### src/mrm_pkg.sv
package mrm_pkg;

	localparam int MAX_FRAME_DEF = 256;
	localparam int QUEUE_DEPTH = 4;

	localparam logic [15:0] CRC_INIT = 16'hFFFF;
	localparam logic [15:0] CRC_POLY = 16'hA001;
	localparam logic [7:0] FN_READ = 8'h03;
	localparam logic [7:0] FN_WRITE = 8'h06;
	localparam logic [7:0] READ_COUNT = 8'h02;
	localparam logic [15:0] READ_QTY = 16'h0001;

	localparam logic [2:0] ST_OK = 3'd0;
	localparam logic [2:0] ST_SHORT = 3'd1;
	localparam logic [2:0] ST_HEADER = 3'd2;
	localparam logic [2:0] ST_CRC = 3'd3;
	localparam logic [2:0] ST_COUNT = 3'd4;
	localparam logic [2:0] ST_ECHO = 3'd5;
	localparam logic [2:0] ST_NONE = 3'd6;

	localparam logic KIND_TX = 1'b0;
	localparam logic KIND_RESULT = 1'b1;

	localparam logic [1:0] ACT_READ = 2'd0;
	localparam logic [1:0] ACT_WRITE = 2'd1;
	localparam logic [1:0] ACT_BYTE = 2'd2;
	localparam logic [1:0] ACT_END = 2'd3;

	typedef enum logic [1:0] {
		OP_READ,
		OP_WRITE,
		OP_BYTE,
		OP_END
	} op_code_t;

	typedef struct packed {
		op_code_t code;
		logic [7:0] fn_code;
		logic [15:0] target_reg;
		logic [15:0] data_word;
		logic [7:0] rx_byte;
	} op_t;

	typedef struct packed {
		logic valid;
		op_t item;
	} q_head_t;

	function automatic logic [15:0] crc_feed(input logic [15:0] crc, input logic [7:0] b);
		logic [15:0] c;
		c = crc ^ {8'h00, b};
		for (int k = 0; k < 8; k++) begin
			c = c[0] ? ((c >> 1) ^ CRC_POLY) : (c >> 1);
		end
		return c;
	endfunction

endpackage

### src/mrm_ifs.sv
interface mrm_cmd_if;
	logic valid;
	logic ready;
	logic [1:0] action;
	logic [15:0] target_reg;
	logic [15:0] write_value;
	logic [7:0] rx_byte;

	modport source (output valid, action, target_reg, write_value, rx_byte, input ready);
	modport sink (input valid, action, target_reg, write_value, rx_byte, output ready);
endinterface

interface mrm_rsp_if;
	logic valid;
	logic ready;
	logic kind;
	logic [7:0] tx_byte;
	logic last;
	logic [2:0] status;
	logic [15:0] read_value;

	modport source (output valid, kind, tx_byte, last, status, read_value, input ready);
	modport sink (input valid, kind, tx_byte, last, status, read_value, output ready);
endinterface

interface mrm_cfg_if;
	logic valid;
	logic ready;
	logic [7:0] data;

	modport source (output valid, data, input ready);
	modport sink (input valid, data, output ready);
endinterface

### src/mrm_front.sv
module mrm_front (
	mrm_cmd_if.sink cmd,
	input logic full,
	output logic push,
	output mrm_pkg::op_t item
);
	import mrm_pkg::*;

	assign cmd.ready = !full;
	assign push = cmd.valid && !full;

	always_comb begin
		item = '0;
		item.target_reg = cmd.target_reg;
		item.rx_byte = cmd.rx_byte;
		unique case (cmd.action)
			ACT_READ: begin
				item.code = OP_READ;
				item.fn_code = FN_READ;
				item.data_word = READ_QTY;
			end
			ACT_WRITE: begin
				item.code = OP_WRITE;
				item.fn_code = FN_WRITE;
				item.data_word = cmd.write_value;
			end
			ACT_BYTE: begin
				item.code = OP_BYTE;
			end
			default: begin
				item.code = OP_END;
			end
		endcase
	end

endmodule

### src/mrm_queue.sv
module mrm_queue (
	input logic clk,
	input logic arst_n,
	input logic push,
	input mrm_pkg::op_t push_item,
	output logic full,
	output mrm_pkg::q_head_t head,
	input logic pop
);
	import mrm_pkg::*;

	localparam int PW = (QUEUE_DEPTH > 1) ? $clog2(QUEUE_DEPTH) : 1;
	localparam int CNTW = $clog2(QUEUE_DEPTH + 1);
	localparam logic [PW-1:0] LAST_PTR = PW'(QUEUE_DEPTH - 1);
	localparam logic [CNTW-1:0] FULL_CNT = CNTW'(QUEUE_DEPTH);

	op_t entry_q [QUEUE_DEPTH];
	logic [PW-1:0] wr_ptr_q;
	logic [PW-1:0] rd_ptr_q;
	logic [CNTW-1:0] count_q;
	logic do_pop;

	assign full = count_q == FULL_CNT;
	assign head.valid = count_q != '0;
	assign head.item = entry_q[rd_ptr_q];
	assign do_pop = pop && head.valid;

	always_ff @(posedge clk) begin
		if (push) begin
			entry_q[wr_ptr_q] <= push_item;
		end
	end

	always_ff @(posedge clk or negedge arst_n) begin
		if (!arst_n) begin
			wr_ptr_q <= '0;
			rd_ptr_q <= '0;
			count_q <= '0;
		end else begin
			if (push) begin
				wr_ptr_q <= (wr_ptr_q == LAST_PTR) ? '0 : wr_ptr_q + 1'b1;
			end
			if (do_pop) begin
				rd_ptr_q <= (rd_ptr_q == LAST_PTR) ? '0 : rd_ptr_q + 1'b1;
			end
			if (push && !do_pop) begin
				count_q <= count_q + 1'b1;
			end else if (do_pop && !push) begin
				count_q <= count_q - 1'b1;
			end
		end
	end

endmodule

### src/mrm_back.sv
module mrm_back #(
	parameter int MAX_FRAME = mrm_pkg::MAX_FRAME_DEF
) (
	input logic clk,
	input logic arst_n,
	input mrm_pkg::q_head_t head,
	output logic pop,
	mrm_cfg_if.sink cfg,
	mrm_rsp_if.source rsp
);
	import mrm_pkg::*;

	localparam int CW = $clog2(MAX_FRAME + 1);
	localparam logic [CW-1:0] RX_LIMIT = CW'(MAX_FRAME);

	localparam logic [1:0] PEND_NONE = 2'd0;
	localparam logic [1:0] PEND_READ = 2'd1;
	localparam logic [1:0] PEND_WRITE = 2'd2;

	localparam logic [2:0] TX_CRC_LO = 3'd6;
	localparam logic [2:0] TX_CRC_HI = 3'd7;

	logic [7:0] slave_q;
	logic [7:0] frame_q [8];
	logic [1:0] pend_q;
	logic busy_q;
	logic [2:0] tx_cnt_q;
	logic [15:0] tx_crc_q;
	logic [CW-1:0] rx_cnt_q;
	logic [15:0] rx_crc_q;
	logic [7:0] trail0_q;
	logic [7:0] trail1_q;
	logic hdr_q;
	logic echo_q;
	logic [7:0] cap0_q;
	logic [7:0] cap1_q;
	logic [7:0] cap2_q;

	logic out_valid_q;
	logic out_kind_q;
	logic [7:0] out_tx_q;
	logic out_last_q;
	logic [2:0] out_status_q;
	logic [15:0] out_value_q;

	logic out_free;
	logic [2:0] rd_idx;
	logic [7:0] rd_byte;
	logic [7:0] tx_byte_c;
	logic emit;
	logic is_end;
	logic is_req;
	logic req_pop;
	logic end_pop;
	logic rx_take;
	logic byte_diff;
	logic [2:0] status_c;
	logic [15:0] value_c;

	assign cfg.ready = 1'b1;

	assign out_free = !out_valid_q || rsp.ready;
	assign rd_idx = busy_q ? tx_cnt_q : rx_cnt_q[2:0];
	assign rd_byte = frame_q[rd_idx];
	assign tx_byte_c = (tx_cnt_q == TX_CRC_LO) ? tx_crc_q[7:0] :
		(tx_cnt_q == TX_CRC_HI) ? tx_crc_q[15:8] : rd_byte;
	assign emit = busy_q && out_free;

	assign is_end = head.item.code == OP_END;
	assign is_req = (head.item.code == OP_READ) || (head.item.code == OP_WRITE);
	assign pop = head.valid && !busy_q && (!is_end || out_free);
	assign req_pop = pop && is_req;
	assign end_pop = pop && is_end;
	assign rx_take = pop && (head.item.code == OP_BYTE) && (pend_q != PEND_NONE) &&
		(rx_cnt_q < RX_LIMIT);
	assign byte_diff = head.item.rx_byte != rd_byte;

	always_comb begin
		value_c = '0;
		if (pend_q == PEND_NONE) begin
			status_c = ST_NONE;
		end else if (rx_cnt_q < CW'(6)) begin
			status_c = ST_SHORT;
		end else if (hdr_q) begin
			status_c = ST_HEADER;
		end else if (rx_crc_q != {trail1_q, trail0_q}) begin
			status_c = ST_CRC;
		end else if (pend_q == PEND_READ) begin
			if (cap0_q != READ_COUNT) begin
				status_c = ST_COUNT;
			end else begin
				status_c = ST_OK;
				value_c = {cap1_q, cap2_q};
			end
		end else begin
			status_c = ((rx_cnt_q < CW'(8)) || echo_q) ? ST_ECHO : ST_OK;
		end
	end

	always_ff @(posedge clk) begin
		if (req_pop) begin
			frame_q[0] <= slave_q;
			frame_q[1] <= head.item.fn_code;
			frame_q[2] <= head.item.target_reg[15:8];
			frame_q[3] <= head.item.target_reg[7:0];
			frame_q[4] <= head.item.data_word[15:8];
			frame_q[5] <= head.item.data_word[7:0];
		end else if (emit) begin
			frame_q[tx_cnt_q] <= tx_byte_c;
		end
	end

	always_ff @(posedge clk or negedge arst_n) begin
		if (!arst_n) begin
			slave_q <= 8'd1;
			pend_q <= PEND_NONE;
			busy_q <= 1'b0;
			tx_cnt_q <= '0;
			tx_crc_q <= CRC_INIT;
			rx_cnt_q <= '0;
			rx_crc_q <= CRC_INIT;
			trail0_q <= '0;
			trail1_q <= '0;
			hdr_q <= 1'b0;
			echo_q <= 1'b0;
			cap0_q <= '0;
			cap1_q <= '0;
			cap2_q <= '0;
		end else begin
			if (cfg.valid) begin
				slave_q <= cfg.data;
			end
			if (req_pop) begin
				pend_q <= (head.item.code == OP_READ) ? PEND_READ : PEND_WRITE;
				busy_q <= 1'b1;
				tx_cnt_q <= '0;
				tx_crc_q <= CRC_INIT;
				rx_cnt_q <= '0;
				rx_crc_q <= CRC_INIT;
				trail0_q <= '0;
				trail1_q <= '0;
				hdr_q <= 1'b0;
				echo_q <= 1'b0;
				cap0_q <= '0;
				cap1_q <= '0;
				cap2_q <= '0;
			end
			if (emit) begin
				tx_cnt_q <= tx_cnt_q + 1'b1;
				if (tx_cnt_q < TX_CRC_LO) begin
					tx_crc_q <= crc_feed(tx_crc_q, rd_byte);
				end
				if (tx_cnt_q == TX_CRC_HI) begin
					busy_q <= 1'b0;
				end
			end
			if (end_pop) begin
				pend_q <= PEND_NONE;
			end
			if (rx_take) begin
				if ((rx_cnt_q < CW'(2)) && byte_diff) begin
					hdr_q <= 1'b1;
				end
				if ((rx_cnt_q < CW'(8)) && byte_diff) begin
					echo_q <= 1'b1;
				end
				if (rx_cnt_q == CW'(2)) begin
					cap0_q <= head.item.rx_byte;
				end
				if (rx_cnt_q == CW'(3)) begin
					cap1_q <= head.item.rx_byte;
				end
				if (rx_cnt_q == CW'(4)) begin
					cap2_q <= head.item.rx_byte;
				end
				if (rx_cnt_q >= CW'(2)) begin
					rx_crc_q <= crc_feed(rx_crc_q, trail0_q);
				end
				trail0_q <= trail1_q;
				trail1_q <= head.item.rx_byte;
				rx_cnt_q <= rx_cnt_q + 1'b1;
			end
		end
	end

	always_ff @(posedge clk or negedge arst_n) begin
		if (!arst_n) begin
			out_valid_q <= 1'b0;
		end else if (emit || end_pop) begin
			out_valid_q <= 1'b1;
		end else if (rsp.ready) begin
			out_valid_q <= 1'b0;
		end
	end

	always_ff @(posedge clk) begin
		if (emit) begin
			out_kind_q <= KIND_TX;
			out_tx_q <= tx_byte_c;
			out_last_q <= tx_cnt_q == TX_CRC_HI;
			out_status_q <= ST_OK;
			out_value_q <= '0;
		end else if (end_pop) begin
			out_kind_q <= KIND_RESULT;
			out_tx_q <= '0;
			out_last_q <= 1'b1;
			out_status_q <= status_c;
			out_value_q <= value_c;
		end
	end

	assign rsp.valid = out_valid_q;
	assign rsp.kind = out_kind_q;
	assign rsp.tx_byte = out_tx_q;
	assign rsp.last = out_last_q;
	assign rsp.status = out_status_q;
	assign rsp.read_value = out_value_q;

endmodule

### src/modbus_rtu_register_master.sv
// an accepted request is queued, loaded into the frame registers when popped, then sent
// via the output register one byte a cycle while output is not stalled, crc advanced one
// byte per cycle; received byte and end items are popped only while no frame is sending
// a 4-entry queue between front and back accepts input while output stalls, until full
// reset: slave address 1, nothing pending, queue and output register empty
module modbus_rtu_register_master #(
	parameter int MAX_FRAME = mrm_pkg::MAX_FRAME_DEF
) (
	input logic clk,
	input logic arst_n,
	mrm_cmd_if.sink cmd,
	mrm_rsp_if.source rsp,
	mrm_cfg_if.sink cfg
);
	import mrm_pkg::*;

	logic push;
	logic full;
	logic pop;
	op_t push_item;
	q_head_t head;

	mrm_front u_front (
		.cmd (cmd),
		.full (full),
		.push (push),
		.item (push_item)
	);

	mrm_queue u_queue (
		.clk (clk),
		.arst_n (arst_n),
		.push (push),
		.push_item (push_item),
		.full (full),
		.head (head),
		.pop (pop)
	);

	mrm_back #(
		.MAX_FRAME (MAX_FRAME)
	) u_back (
		.clk (clk),
		.arst_n (arst_n),
		.head (head),
		.pop (pop),
		.cfg (cfg),
		.rsp (rsp)
	);

endmodule
### src/flat_wrapper.sv
// flat-port wrapper written by rule: the top's interface ports become plain ports
module modbus_rtu_register_master_flat import mrm_pkg::*;
#(
	parameter int MAX_FRAME = mrm_pkg::MAX_FRAME_DEF
)
  (clk, arst_n, cmd_valid, cmd_action, cmd_target_reg, cmd_write_value, cmd_rx_byte, cmd_ready, rsp_valid, rsp_kind, rsp_tx_byte, rsp_last, rsp_status, rsp_read_value, rsp_ready, cfg_valid, cfg_data, cfg_ready);
  mrm_cmd_if cmd_i ();
  mrm_rsp_if rsp_i ();
  mrm_cfg_if cfg_i ();
  input logic clk;
  input logic arst_n;
  input wire logic [$bits(cmd_i.valid)-1:0] cmd_valid;
  input wire logic [$bits(cmd_i.action)-1:0] cmd_action;
  input wire logic [$bits(cmd_i.target_reg)-1:0] cmd_target_reg;
  input wire logic [$bits(cmd_i.write_value)-1:0] cmd_write_value;
  input wire logic [$bits(cmd_i.rx_byte)-1:0] cmd_rx_byte;
  output wire logic [$bits(cmd_i.ready)-1:0] cmd_ready;
  output wire logic [$bits(rsp_i.valid)-1:0] rsp_valid;
  output wire logic [$bits(rsp_i.kind)-1:0] rsp_kind;
  output wire logic [$bits(rsp_i.tx_byte)-1:0] rsp_tx_byte;
  output wire logic [$bits(rsp_i.last)-1:0] rsp_last;
  output wire logic [$bits(rsp_i.status)-1:0] rsp_status;
  output wire logic [$bits(rsp_i.read_value)-1:0] rsp_read_value;
  input wire logic [$bits(rsp_i.ready)-1:0] rsp_ready;
  input wire logic [$bits(cfg_i.valid)-1:0] cfg_valid;
  input wire logic [$bits(cfg_i.data)-1:0] cfg_data;
  output wire logic [$bits(cfg_i.ready)-1:0] cfg_ready;
  assign cmd_i.valid = cmd_valid;
  assign cmd_i.action = cmd_action;
  assign cmd_i.target_reg = cmd_target_reg;
  assign cmd_i.write_value = cmd_write_value;
  assign cmd_i.rx_byte = cmd_rx_byte;
  assign cmd_ready = cmd_i.ready;
  assign rsp_valid = rsp_i.valid;
  assign rsp_kind = rsp_i.kind;
  assign rsp_tx_byte = rsp_i.tx_byte;
  assign rsp_last = rsp_i.last;
  assign rsp_status = rsp_i.status;
  assign rsp_read_value = rsp_i.read_value;
  assign rsp_i.ready = rsp_ready;
  assign cfg_i.valid = cfg_valid;
  assign cfg_i.data = cfg_data;
  assign cfg_ready = cfg_i.ready;
  modbus_rtu_register_master #(.MAX_FRAME(MAX_FRAME)) u_core (.clk(clk), .arst_n(arst_n), .cmd(cmd_i), .rsp(rsp_i), .cfg(cfg_i));
endmodule
### config.mk
export PLATFORM = sky130hd
export DESIGN_NAME = modbus_rtu_register_master_flat
export DESIGN_NICKNAME = d
export VERILOG_FILES = /design/src/mrm_pkg.sv /design/src/mrm_ifs.sv /design/src/mrm_front.sv /design/src/mrm_queue.sv /design/src/mrm_back.sv /design/src/modbus_rtu_register_master.sv /design/src/flat_wrapper.sv
export SDC_FILE = /design/constraint.sdc
export NUM_CORES = 1
export LEC_CHECK = 0
export BUFFER_PORTS_ARGS = -buffer_cell sky130_fd_sc_hd__buf_4
export CAP_MARGIN = 20
export CORE_ASPECT_RATIO = 1.2
export CORE_MARGIN = 2
export CORE_UTILIZATION = 66
export DETAILED_ROUTE_END_ITERATION = 8
export PLACE_DENSITY_LB_ADDON = 0.2
export SYNTH_ARGS = -nofsm -noshare
export SYNTH_HDL_FRONTEND = slang
export SYNTH_SLANG_ARGS = --single-unit
### constraint.sdc
create_clock -name clk -period 7.9 [get_ports clk]
set_input_delay 0.79 -clock clk [delete_from_list [all_inputs] [get_ports clk]]
set_output_delay 0.79 -clock clk [all_outputs]
set_load 0.02 [all_outputs]
== After elaboration in Yosys (flattened, before gate mapping) ==
Memory sizes are Yosys's and may differ from the RTL's.
Cells that the tools add are included.

* Bits in registers: 134
* Bits in writable memories: 244
* Logic and storage cells: 198
* Memories: 2

* Add/sub/neg operators: 6
* $lt $le $gt $ge: 6
* Equality and inequality tests: 17
* Multiplexer cells: 89
* Bitwise logic cells: 18
* Reductions and logical operators: 37

{| class="wikitable"
|+ Memories
! memory !! words !! width !! rd ports !! clocked after memory_dff !! wr ports !! RTL line !! RTL
|-
| u_core.u_queue.entry_q || 4 || 45 || 1 || 0 || 1 || mrm_queue.sv:17 || <nowiki>op_t entry_q [QUEUE_DEPTH];</nowiki>
|-
| u_core.u_back.frame_q || 8 || 8 || 1 || 0 || 6 || mrm_back.sv:24 || <nowiki>logic [7:0] frame_q [8];</nowiki>
|}

{| class="wikitable"
|+ Operator list
! kind !! number
|-
| 16-bit 2-to-1 mux || 28
|-
| 8-bit 2-to-1 mux || 17
|-
| 2-bit inverter with 3-bit output || 16
|-
| 3-bit 2-to-1 mux || 13
|-
| 16-bit one-hot mux with 2 select lines || 1
|-
| 16-bit by 8-bit bitwise XOR with 16-bit output || 2
|-
| 1-bit 2-to-1 mux || 21
|-
| 9-bit by 2-bit == test with 1-bit output (second input constant) || 2
|-
| 9-bit 2-to-1 mux || 2
|-
| 16-bit != test || 1
|-
| 1-bit logical AND || 14
|-
| 2-bit nonzero test || 7
|-
| 2-bit == test (second input constant) || 5
|-
| 2-bit 2-to-1 mux || 5
|-
| 9-bit by 1-bit adder with 9-bit output (second input constant) || 1
|-
| 3-bit == test (second input constant) || 3
|-
| 9-bit by 3-bit == test with 1-bit output (second input constant) || 1
|-
| 9-bit by 2-bit >= comparator with 1-bit output (second input constant) || 1
|-
| 9-bit by 2-bit < comparator with 1-bit output (second input constant) || 1
|-
| 9-bit by 3-bit < comparator with 1-bit output (second input constant) || 1
|-
| 9-bit by 4-bit < comparator with 1-bit output (second input constant) || 1
|-
| 9-bit < comparator (second input constant) || 1
|-
| 8-bit by 2-bit != test with 1-bit output (second input constant) || 1
|-
| 8-bit != test || 1
|-
| other kinds (12) || 27
|}

== Logic depth before layout (Yosys ltp) ==
Gate-level depths: netlist of run 1.
An unclocked memory read counts as a cell.

* Depth in word-level cells: 21
* Gate-level depth with buffers: 11
* Mapped depth without buffers: 10

== Modules after synthesis ==
Synthesis of run 1 repeated with hierarchy kept, for this count alone.

* Cells, all modules: 1222
* Area, all modules: 17292.8 um^2

{| class="wikitable"
|+ Modules (own cells, without submodules)
! module !! times used !! cells an instance !! area an instance (um^2) !! sequential area each (um^2)
|-
| mrm_back || 1 || 868 || 9200.1 || 5086.1
|-
| mrm_queue || 1 || 299 || 7699.9 || 6180.9
|-
| mrm_front || 1 || 55 || 392.9 || 0.0
|}

== Least setup slack after synthesis of run 1 ==
Ideal clock, no wire load.

* Kind: register to register
* Start point: reg u_core.u_back.rx_cnt_q[1]
* End point: reg u_core.u_back.tx_crc_q[0]
* Setup time: 73 ps
* Data arrival time: 3049 ps
* Slack: 4778 ps
* Cell stages (with the launch flop): 12
* Buffers on the path: 2
* Clock period less this slack: 3122 ps
* Cell sequence: dfrtp_1 buf_2 mux2i_1 buf_2 mux2i_1 o22ai_1 a211oi_1 xnor2_1 xnor3_2 xnor3_1 xor2_1 a21oi_1

* Longest elaborated chain between the ends: 14

{| class="wikitable"
|+ RTL lines
! element !! RTL line !! RTL
|-
| start, declared || mrm_back.sv:29 || <nowiki>logic [CW-1:0] rx_cnt_q;</nowiki>
|-
| start signal, assigned || mrm_back.sv:181 || <nowiki>rx_cnt_q <= rx_cnt_q + 1'b1;</nowiki>
|-
| 3-bit 2-to-1 mux * || mrm_back.sv:63 || <nowiki>assign rd_idx = busy_q ? tx_cnt_q : rx_cnt_q[2:0];</nowiki>
|-
| memory 8 x 8 bit * || n/a ||
|-
| 16-bit by 8-bit bitwise XOR with 16-bit output * || mrm_pkg.sv:51 || <nowiki>c = crc ^ {8'h00, b};</nowiki>
|-
| 16-bit 2-to-1 mux * (6 in a row) || mrm_pkg.sv:53 || <nowiki>c = c[0] ? ((c >> 1) ^ CRC_POLY) : (c >> 1);</nowiki>
|-
| 2-bit inverter with 3-bit output (no line) or 16-bit 2-to-1 mux (tied branches) || n/a ||
|-
| 16-bit 2-to-1 mux * (2 in a row) || mrm_pkg.sv:53 ||
|-
| 16-bit 2-to-1 mux * || mrm_back.sv:150 || <nowiki>if (tx_cnt_q < TX_CRC_LO) begin</nowiki>
|-
| 16-bit 2-to-1 mux * || mrm_back.sv:148 || <nowiki>if (emit) begin</nowiki>
|-
| end signal, assigned || mrm_back.sv:151 || <nowiki>tx_crc_q <= crc_feed(tx_crc_q, rd_byte);</nowiki>
|-
| end, declared || mrm_back.sv:28 || <nowiki>logic [15:0] tx_crc_q;</nowiki>
|}

Every way passes the cells marked *; elsewhere a longest branch is shown, timed or not.
A chain may end at the register's enable or synchronous reset.

== Worst setup path after layout of run 1 ==
* Start point: reg u_core.u_queue.rd_ptr_q[0]
* End point: reg u_core.u_back.cap0_q[4]

* Longest elaborated chain between the ends: 9

{| class="wikitable"
|+ RTL lines
! element !! RTL line !! RTL
|-
| start, declared || mrm_queue.sv:19 || <nowiki>logic [PW-1:0] rd_ptr_q;</nowiki>
|-
| start signal, assigned || mrm_queue.sv:44 || <nowiki>rd_ptr_q <= (rd_ptr_q == LAST_PTR) ? '0 : rd_ptr_q + 1'b1;</nowiki>
|-
| memory 4 x 45 bit * || n/a ||
|-
| 2-bit == test || mrm_back.sv:69 || <nowiki>assign is_end = head.item.code == OP_END;</nowiki>
|-
| 1-bit logical NOT || mrm_back.sv:71 || <nowiki>assign pop = head.valid && !busy_q && (!is_end || out_free);</nowiki>
|-
| 1-bit logical OR || mrm_back.sv:71 ||
|-
| 1-bit logical AND || mrm_back.sv:71 ||
|-
| 1-bit logical AND, on equally long branches || mrm_back.sv:72, mrm_back.sv:74 ||
|-
| 8-bit 2-to-1 mux or 1-bit logical AND (tied branches) || mrm_back.sv:133, mrm_back.sv:74 ||
|-
| 8-bit 2-to-1 mux or 1-bit logical AND (tied branches) || mrm_back.sv:167, mrm_back.sv:74 ||
|-
| 8-bit 2-to-1 mux * || mrm_back.sv:160 || <nowiki>if (rx_take) begin</nowiki>
|-
| end signal, assigned || mrm_back.sv:168 || <nowiki>cap0_q <= head.item.rx_byte;</nowiki>
|-
| end, declared || mrm_back.sv:35 || <nowiki>logic [7:0] cap0_q;</nowiki>
|}

Marks and branches as above.

==> out/summary.txt, run 1 <==
Syn Area/Cell -> 13.7 um^2
Drt first pass iters -> 7
Starting DRC count in detailed routing -> 795
Post-synthesis mux area share -> 10.2%
Main combinational cell family by area after synthesis -> multiplexers
Total power -> 8.85 mW
Synth warn -> 0
Pre-CTS WS -> 3.52 ns
Drt total wl -> 34.7 mm
Yosys reg bits -> 378
Syn nets -> 1249
Worst Path Arrival -> 4.67 ns
Area delta synth->final -> 13.9%
Worst Clk Skew -> 0.0140 ns
First-pass GRT wire length -> 54.6 mm
Final Worst Setup Slack -> 3.60 ns
Post-synthesis compound-gate area fraction -> 7.28%
Post-route ant nets -> 0
Grt total ovfl -> 0
Final hold violation count -> 0
Largest net degree at the start of global routing -> 82
CTS Buf Count -> 38
RSZ-0062 raised after global routing -> false
Post-Synth XOR/XNOR Area -> 3.73%
Post-synth EDFFs -> 253
Register area -> 0.0107 mm^2
Gate Count Post-Synth -> 1179
Maximum VDD drop -> 304 uV
Critical path capture point type -> register
PD cells -> 480 mW/mm^2
Setup TNS -> 0 ns
CTS Sinks -> 378
Gate power share -> 43.7%
Vias in the first global route -> 10100
Max-cap violation count -> 0
Worst path required time -> 8.27 ns
Io pins -> 87
Via count -> 9914
Htree depth -> 2
Outcome -> completed
Flop pwr share -> 36.3%
Post-Synth Adder-Cell Area -> 1.21%
Asr flop ratio synth -> 27.8%
Internal -> 5.59 mW
Post-CTS Resized -> 0
Yosys top cell by area -> edfxtp_1
Chip height -> 176 um
R2R depth -> 9
CTS Root Cell -> clkbuf_16
Dominant synthesized flop cell -> edfxtp_1
Clk_lat worst skew -> 0.52 ns
RePlAce Congestion -> 0.953
Tot GR Track Use -> 27.6%
CTS Hold Bufs -> 0
Simple-gate share of the synthesized area -> 9.56%
Slew Limit Headroom -> 27.2%
Die ar. -> 0.0258 mm^2
CTS max path bufs -> 3
Area of the multi-input gates -> 0.00519 mm^2
Fillers -> 1485
Die Wd -> 147 um
Register area share after synthesis -> 65.9%
HP Class -> in2async
CORE AREA -> 0.0240 mm^2
IO Port Bufs -> 85
Switching power -> 3.26 mW
Share of cells above drive strength 1 -> 23.8%
Cell variety after synth -> 64
Initial Utilization -> 67.3%
Cell Rows -> 62
Worst R2R Setup Slack -> 3.60 ns
Min Tclk post-route -> 4.30 ns
# DRC -> 0
CP max FO -> 38
Fin nets -> 1336
Worst Setup Path Type -> reg2reg
Top-area cell type share of the netlist area -> 46.9%
Leak Pwr -> 7.03 nW
Fin. max-slew vios -> 0
Initial antenna violation count -> 0
Placed wire-length estimate -> 22.0 mm
Post-route clock period utilization -> 54.4%
CTS tree -> built
Via density -> 6.14
Clock power frac -> 20.1%
Antenna Cells -> 0
Synthesized area -> 0.0162 mm^2
Highest Clock Rate -> 232 MHz
Switch share -> 36.9%
Area contributors post-synth -> edfxtp_1 47%, dfrtp_1 11%, mux4_2 5.6%, dfstp_2 5.4%, o21ai_0 3.2%
Startpoint Class -> register
Post-CTS Setup Bufs -> 0
Worst-Margin Slew -> 1.09 ns
Setup-failing EPs final -> 0
WL/cell -> 21.5 um
Clk pin slew, worst setup/hold paths -> 0.06 ns
==> cells by family (layout without fill, tap and decap cells) <==
kind of cell / Yosys count / after routing
multiplexers: 108 / 108
AO/OA/AOI/OAI: 195 / 195
XOR/XNOR: 64 / 64
buffers and inverters: 85 / 201
other: 1 / 1
AND/OR/NAND/NOR: 333 / 333
adder cells (fa/ha/maj): 15 / 15
flip-flops: 378 / 378
==> metrics by stage <==
| step | area (um^2) | std cells | hold slack, ns | utilization [%] |
|---|---|---|---|---|
| 2_1_floorplan | 16200 | 1179 | 0.447 | - |
| 3_3_place_gp | 17200 | 1543 | 0.450 | 71.3 |
| 3_5_place_dp | 17200 | 1543 | 0.465 | 71.3 |
| 4_1_cts | 18400 | 1612 | 0.177 | 76.5 |
| 5_1_grt | 18400 | 1615 | 0.192 | 76.6 |
| 6_report | 18400 | 1615 | 0.169 | 76.6 |
==> critical path: stages, from the launching register on <==
cell,delay [ns]
dfrtp_2,0.93
buf_4,0.54
mux4_2,0.62
nand2b_1,0.20
or4_1,0.47
buf_4,0.25
nor3_1,0.35
nand3_1,0.42
nand3_1,0.23
o21ai_0,0.11
==> synth_stat cells (33+ instances only) <==
cell type,count
edfxtp_1,253
mux4_2,40
a21oi_1,36
dfrtp_1,72
nand3_1,60
dfstp_2,33
clkbuf_1,47
nand2_1,136
xnor2_1,45
mux2_2,43
nor2_1,45
o21ai_0,103
==> layer usage <==
layer / GRT usage, % / wire length [um] / up-vias
li1: - / - / 4529
met1: 34.1 / 13000 / 4878
met2: 49.6 / 18100 / 411
met3: 3.64 / 2140 / 96
met4: 11.1 / 1510 / 0
met5: 0 / 0 / -
==> registers in the layout, summed over array words and instances (netlist names), 9 cells and up <==
name / flops
u_core.u_back.rsp.read_value: 16
u_core.u_back.frame_q: 64
u_core.u_back.tx_crc_q: 16
u_core.u_queue.entry_q: 180
u_core.u_back.rx_crc_q: 16
u_core.u_back.rx_cnt_q: 9
==> final timing paths <==
path	start	to
worst min register to register	u_core.u_back.rsp.status[2]$_SDFFE_PP0P_	u_core.u_back.rsp.status[2]$_SDFFE_PP0P_
max in group asynchronous	arst_n	u_core.u_queue.rd_ptr_q[0]$_DFFE_PN0P_
min in group clk	u_core.u_back.rsp.status[2]$_SDFFE_PP0P_	u_core.u_back.rsp.status[2]$_SDFFE_PP0P_
worst min-delay path	arst_n	u_core.u_back.cap1_q[7]$_DFF_PN0_
worst max-delay path	u_core.u_queue.rd_ptr_q[0]$_DFFE_PN0P_	u_core.u_back.cap0_q[4]$_DFF_PN0_
worst max register to register	u_core.u_queue.rd_ptr_q[0]$_DFFE_PN0P_	u_core.u_back.cap0_q[4]$_DFF_PN0_
==> power by group through the flow <==
stage / Clock [mW] / Sequential (mW) / Combinational, mW
floorplan: 0 / 3.09 / 2.86
global placement: 0 / 3.21 / 3.71
detailed placement: 0 / 3.24 / 3.79
CTS: 1.79 / 3.21 / 3.84
global route: 1.87 / 3.26 / 4.17
finish: 1.78 / 3.21 / 3.86
==> final cells by class <==
type                       count  share of cell area [%]
sequential                   378                    57.9
multi-input combinational    716                    28.2
clock buffer                  52                    6.02
timing repair buffer         112                    4.60
tap                          320                    2.17
clock inverter                17                   0.747
inverter                      20                   0.407
==> layout by cell type, fill, tap and decap left out, types with 3 or more instances in the layout <==
cell	count
and3_2	4
mux2_2	43
o22ai_1	9
nand3_1	60
o221ai_1	3
o21ai_0	102
or4_1	3
ha_1	14
clkbuf_1	5
inv_1	20
a211oi_1	4
dfrtp_1	70
xor2_1	16
edfxtp_1	253
and2_1	19
clkinv_1	6
nor3_1	23
mux4_2	40
nor2_1	44
xnor2_1	45
a22o_1	17
and3_1	5
nand2b_1	9
buf_4	111
nand2_1	136
clkbuf_8	6
dfxtp_1	20
nor2b_1	13
clkbuf_16	40
dfstp_2	33
clkinv_2	7
a21oi_1	35
mux2i_1	23
No activity file was read; power rests on OpenSTA's default activity.
==> inputs of run 2 (changes only) <==
Settings changed: CORE_UTILIZATION 66 to 61.
Clock period 7.9 ns to 4.2 ns, I/O delays scaled along.
==> out/summary.txt, run 2 (synthesized netlist as in run 1, its figures left out) <==
Most common cell after layout, fill and taps aside -> edfxtp_1
Worst-Margin Slew -> 0.894 ns (-0.199 ns)
Grt total ovfl -> 0 (unchanged)
CP max FO -> 15 (-61%)
Worst Setup Path Type -> reg2reg
Setup-failing EPs final -> 0 (unchanged)
# DRC -> 0 (unchanged)
Die Wd -> 153 um (+3.9%)
Clk_lat worst skew -> 0.52 ns (about the same)
Area of the multi-input gates -> 0.00519 mm^2 (unchanged)
HP Class -> in2reg
Initial Utilization -> 61.8% (-5.5 points)
Setup TNS -> 0 ns (unchanged)
CP max stage delay -> 0.70 ns (-0.23 ns)
Final hold slack -> 0.0929 ns (-0.0765 ns)
Outcome -> completed
Met1 Usage GRT -> 32.7% (-1.3 points)
Post-CTS Setup Bufs -> 0 (unchanged)
Top reg by flops -> u_core.u_queue.entry_q
Share of cells above drive strength 1 -> 24.6% (+0.81 points)
Worst Clk Skew -> 0.0242 ns (+0.0102 ns)
CTS max path bufs -> 3 (unchanged)
Critical path's slowest cell -> dfrtp_1
RSZ-0062 raised after global routing -> false
Worst Path Arrival -> 4.10 ns (-0.57 ns)
Htree depth -> 2 (unchanged)
Most common cell on crit path -> a211oi_1
Max-cap violation count -> 0 (unchanged)
Final hold violation count -> 0 (unchanged)
Post-route ant nets -> 0 (unchanged)
RePlAce Congestion -> 0.959 (+0.59%)
Max reg flops -> 180 (unchanged)
Register area -> 0.0107 mm^2 (unchanged)
Post-route clock period utilization -> 87.0% (+33 points)
CTS Root Cell -> clkbuf_16
CORE AREA -> 0.0262 mm^2 (+8.9%)
CTS tree -> built
Cell Rows -> 65 (+4.8%)
CTS Buf Count -> 36 (-5.3%)
Critical path capture point type -> register
Pre-CTS WS -> 0.646 ns (-2.87 ns)
Most frequent cells in the layout -> 253 x edfxtp_1, 136 x nand2_1, 124 x buf_4
Antenna Cells -> 0 (unchanged)
Cell family with most CP delay -> XOR/XNOR gates
Chip height -> 182 um (+3.9%)
Initial antenna violation count -> 0 (unchanged)
Worst Hold Path Cells -> 1
Slew Limit Headroom -> 40.2% (+13 points)
Tot GR Track Use -> 26.1% (-1.5 points)
First-pass GRT wire length -> 55.9 mm (+2.3%)
Placed wire-length estimate -> 24.3 mm (+10%)
Most Crowded Layer GR -> met2
Fin. max-slew vios -> 0 (unchanged)
Final Worst Setup Slack -> 0.547 ns (-3.05 ns)
Drt total wl -> 35.8 mm (+3.0%)
Drt first pass iters -> 5 (-2)
Stages on the worst setup path -> 10 (+1)
Maximum VDD drop -> 678 uV (+120%)
Starting DRC count in detailed routing -> 533 (-33%)
Crit-path cells -> mux2i_1 -> o221ai_1 -> a211oi_1 -> a211oi_1 -> buf_4 -> xnor2_1 -> xnor3_2 -> xnor3_1 -> xor2_1 -> a21oi_1
Fin nets -> 1348 (+0.90%)
Startpoint Class -> register
PD cells -> 906 mW/mm^2 (+89%)
Largest net degree at the start of global routing -> 57 (-30%)
Fillers -> 1764 (+19%)
CP Buf/Inv Count -> 1 (-1)
Clk pin slew, worst setup/hold paths -> 0.07 ns (about the same)
Worst path required time -> 4.64 ns (-3.63 ns)
Area delta synth->final -> 14.8%
WL/cell -> 21.8 um (+1.4%)
Largest regs -> u_core.u_queue.entry_q x180, u_core.u_back.frame_q x64
Leak Pwr -> 7.09 nW (+0.88%)
IO Port Bufs -> 85 (unchanged)
Highest Clock Rate -> 274 MHz (+18%)
Via density -> 5.91 (-3.8%)
R2R depth -> 10 (+1)
Die ar. -> 0.0279 mm^2 (+8.0%)
Via count -> 9688 (-2.3%)
CTS Sinks -> 378 (unchanged)
Met2 Use GR -> 47.2% (-2.3 points)
Min Tclk post-route -> 3.65 ns (-0.648 ns)
Vias in the first global route -> 9837 (-2.1%)
Io pins -> 87 (unchanged)
Grt met3 use -> 3.11% (-0.53 points)
==> run 2: changes by cell type in the layout (fill, tap and decap cells not counted), moves of 2 or more <==
cell,delta
bufinv_16,+3
buf_4,+13
clkbuf_8,-3
clkbuf_1,-3
clkinvlp_4,+3
clkbuf_16,-2
==> run 2: power by group <==
group | internal (mW) | switching (mW) | total [mW]
sequential | 5.38 | 0.606 | 5.98
combinational | 3.27 | 4.19 | 7.47
clock | 2.02 | 1.36 | 3.38
==> run 2: metrics by stage <==
step                cells  total power [mW]  utilization, %  cell area [um^2]
finish               1640              16.8            70.9             18600
global route         1640              17.8            70.9             18600
CTS                  1639              16.9            70.8             18500
detailed placement   1573              13.5            66.0             17300
global placement     1572              13.4            66.0             17300
floorplan            1179              11.2               -             16200
==> run 2: layout make-up <==
type | count | share of cell area (%)
Clock buffer | 44 | 5.41
Clock inverter | 21 | 1.33
Inverter | 20 | 0.404
Multi-Input combinational cell | 716 | 27.9
Sequential cell | 378 | 57.4
Tap cell | 335 | 2.26
Timing Repair Buffer | 126 | 5.21
==> run 2: worst paths after layout <==
check,slack [ns],endpoint,start
setup / recovery,0.55,u_core.u_back.tx_crc_q[0]$_DFF_PN1_,u_core.u_back.busy_q$_DFF_PN0_
hold reg to reg,0.46,u_core.u_back.rsp.status[2]$_SDFFE_PP0P_,u_core.u_back.rsp.status[2]$_SDFFE_PP0P_
hold / removal,0.09,u_core.u_queue.entry_q[1][30]$_DFFE_PP_,cmd_target_reg[6]
min in group asynchronous,0.41,u_core.u_back.cap1_q[1]$_DFF_PN0_,arst_n
setup reg to reg,0.55,u_core.u_back.tx_crc_q[0]$_DFF_PN1_,u_core.u_back.busy_q$_DFF_PN0_
max in group asynchronous,2.81,u_core.u_queue.count_q[0]$_DFFE_PN0P_,arst_n
==> run 2: routing by layer <==
metal / vias up / share of wire, %
met5: - / 0
met4: 0 / 3.3
met3: 63 / 3.6
met2: 225 / 52
met1: 4845 / 41
li1: 4555 / -
==> run 2: timing repair <==
action,CTS,global route
endpoints found under the hold margin,33,0
setup endpoints to repair,0,0
hold buffers,1,0
gates resized for setup,0,0
==> inputs of run 3 (changes only) <==
Settings changed: CORE_UTILIZATION 61 to 45, CTS_CLUSTER_DIAMETER set to 30.
==> out/summary.txt, run 3 (synthesized netlist as in run 1, its figures left out) <==
Outcome -> completed
# DRC -> 0 (unchanged)
Io pins -> 87 (unchanged)
Post-route clock period utilization -> 85.7% (-1.3 points)
Register area -> 0.0107 mm^2 (unchanged)
FF-to-FF Start -> u_core.u_back.busy_q$_DFF_PN0_
Area of the multi-input gates -> 0.00520 mm^2 (+0.19%)
Fin nets -> 1388 (+3.0%)
Setup TNS -> 0 ns (unchanged)
WL/cell -> 20.7 um (-5.1%)
Critical path capture point type -> register
Via density -> 5.36 (-9.2%)
Largest net degree at the start of global routing -> 57 (unchanged)
Post-route ant nets -> 0 (unchanged)
Most common cell on crit path -> xnor3_1
PD cells -> 978 mW/mm^2 (+7.9%)
CTS Buf Count -> 79 (+120%)
Reg-to-Reg End -> u_core.u_back.tx_crc_q[0]$_DFF_PN1_
Share of cells above drive strength 1 -> 28.1% (+3.5 points)
Clk pin slew, worst setup/hold paths -> 0.05 ns (-0.02 ns)
CTS tree -> built
Via count -> 9913 (+2.3%)
Die Wd -> 177 um (+16%)
Maximum VDD drop -> 798 uV (+18%)
Fillers -> 2900 (+64%)
Largest regs -> u_core.u_queue.entry_q x180, u_core.u_back.frame_q x64
Critical path's slowest cell -> dfrtp_1
CTS Root Cell -> clkbuf_16
Fin. max-slew vios -> 0 (unchanged)
Top reg by flops -> u_core.u_queue.entry_q
Setup-failing EPs final -> 0 (unchanged)
Cell Rows -> 76 (+17%)
Area delta synth->final -> 24.8%
Hold Crit Start -> cmd_target_reg[4]
Worst Hold Path Cells -> 1 (unchanged)
Worst-Margin Slew -> 1.07 ns (+0.173 ns)
CP max stage delay -> 0.73 ns (+0.03 ns)
Vias in the first global route -> 10400 (+6.1%)
Highest Clock Rate -> 278 MHz (+1.5%)
Placed wire-length estimate -> 25.3 mm (+4.2%)
IO Port Bufs -> 85 (unchanged)
Hold Path Sink -> u_core.u_queue.entry_q[1][28]$_DFFE_PP_
Worst path required time -> 4.70 ns (+0.06 ns)
RePlAce Congestion -> 0.905 (-5.6%)
CORE AREA -> 0.0357 mm^2 (+36%)
Starting DRC count in detailed routing -> 556 (+4.3%)
Pre-CTS WS -> 0.643 ns (-0.00229 ns)
HP Class -> in2reg
Final Worst Setup Slack -> 0.602 ns (+0.0547 ns)
Max reg flops -> 180 (unchanged)
Area after DPL -> 0.0174 mm^2 (+0.89%)
Worst Path Arrival -> 4.10 ns (about the same)
Slew Limit Headroom -> 28.1% (-12 points)
Initial antenna violation count -> 0 (unchanged)
Chip height -> 212 um (+16%)
Clk_lat worst skew -> 0.59 ns (+0.07 ns)
Max-cap violation count -> 0 (unchanged)
Most common cell after layout, fill and taps aside -> edfxtp_1
Worst Clk Skew -> 0.0200 ns (-0.00419 ns)
Startpoint Class -> register
Crit-path cells -> buf_4 -> mux2i_1 -> and2_1 -> o221ai_1 -> a31o_2 -> xnor3_1 -> xnor3_2 -> xnor3_1 -> xor2_1 -> a21oi_1
Final hold violation count -> 0 (unchanged)
Post-CTS Resized -> 0 (unchanged)
Finished Layout Cells -> 1849 (+13%)
Most frequent cells in the layout -> 253 x edfxtp_1, 136 x nand2_1, 121 x buf_4
Worst Setup Path Type -> reg2reg
Grt total ovfl -> 0 (unchanged)
Worst R2R Setup Slack -> 0.60 ns (+0.05 ns)
Drt first pass iters -> 5 (unchanged)
Htree depth -> 3 (+1)
Leak Pwr -> 7.77 nW (+9.6%)
RSZ-0062 raised after global routing -> false
CTS Sinks -> 378 (unchanged)
Post-CTS Setup Bufs -> 0 (unchanged)
CP max FO -> 18 (+3)
CTS max path bufs -> 3 (unchanged)
CTS Hold Bufs -> 1 (unchanged)
Final Cell Area -> 0.0202 mm^2 (+8.8%)
Tot GR Track Use -> 21.0% (-5.0 points)
Initial Utilization -> 45.4% (-16 points)
First-pass GRT wire length -> 59.2 mm (+5.9%)
Cells after DPL -> 1703 (+8.3%)
R2R depth -> 10 (unchanged)
Antenna Cells -> 0 (unchanged)
Min Tclk post-route -> 3.60 ns (-0.0547 ns)
Die ar. -> 0.0375 mm^2 (+35%)
Drt total wl -> 38.2 mm (+7.0%)
==> run 3: metal layers <==
metal,share of wire (%),vias up,global-route usage [%]
met5,0,-,0
met4,2.8,0,9.58
met3,4.1,70,4.26
met2,53,239,36.7
met1,40,4953,25.0
li1,-,4651,-
==> run 3: final cells by class <==
cell class / instances / share of cell area (%)
flip-flops and latches: 378 / 52.8
multi-input cells: 716 / 25.7
well taps: 468 / 2.90
repair buffers: 123 / 4.65
clock buffers: 96 / 10.6
clock inverters: 48 / 2.96
inverters: 20 / 0.372
==> run 3: how the worst max path moves through the flow <==
stage,start,end
after floorplan,u_core.u_back.rx_cnt_q[1]$_DFFE_PN0P_,u_core.u_back.tx_crc_q[0]$_DFF_PN1_
after global placement,u_core.u_back.busy_q$_DFF_PN0_,u_core.u_back.tx_crc_q[0]$_DFF_PN1_
after detailed placement,u_core.u_back.busy_q$_DFF_PN0_,u_core.u_back.tx_crc_q[0]$_DFF_PN1_
after CTS,u_core.u_back.busy_q$_DFF_PN0_,u_core.u_back.tx_crc_q[0]$_DFF_PN1_
after global routing,u_core.u_back.busy_q$_DFF_PN0_,u_core.u_back.tx_crc_q[0]$_DFF_PN1_
final,u_core.u_back.busy_q$_DFF_PN0_,u_core.u_back.tx_crc_q[0]$_DFF_PN1_
==> run 3: per-stage QoR <==
stage                     power, mW  utilization (%)  hold slack, ns
after floorplan                11.2                -           0.124
after global placement         13.5             48.9           0.464
after detailed placement       13.5             48.9           0.464
after CTS                      19.9             56.6          0.0107
after global routing           20.8             56.7          0.0155
final                          19.8             56.7          0.0369
==> run 3: critical path: cells and delay by family, from the launching register on <==
kind            cells  cell delay (ns)
mux                 1             0.41
simple gates        1             0.19
buf+inv             1             0.26
flops               1             0.73
xor+xnor            4             1.32
compound gates      3             0.59
==> run 3: power by group <==
part	internal, mW	total, mW	switching [mW]
Combinational	3.26	7.49	4.24
Clock	4.30	6.28	1.99
Sequential	5.39	5.97	0.581
Total	12.9	19.8	6.81
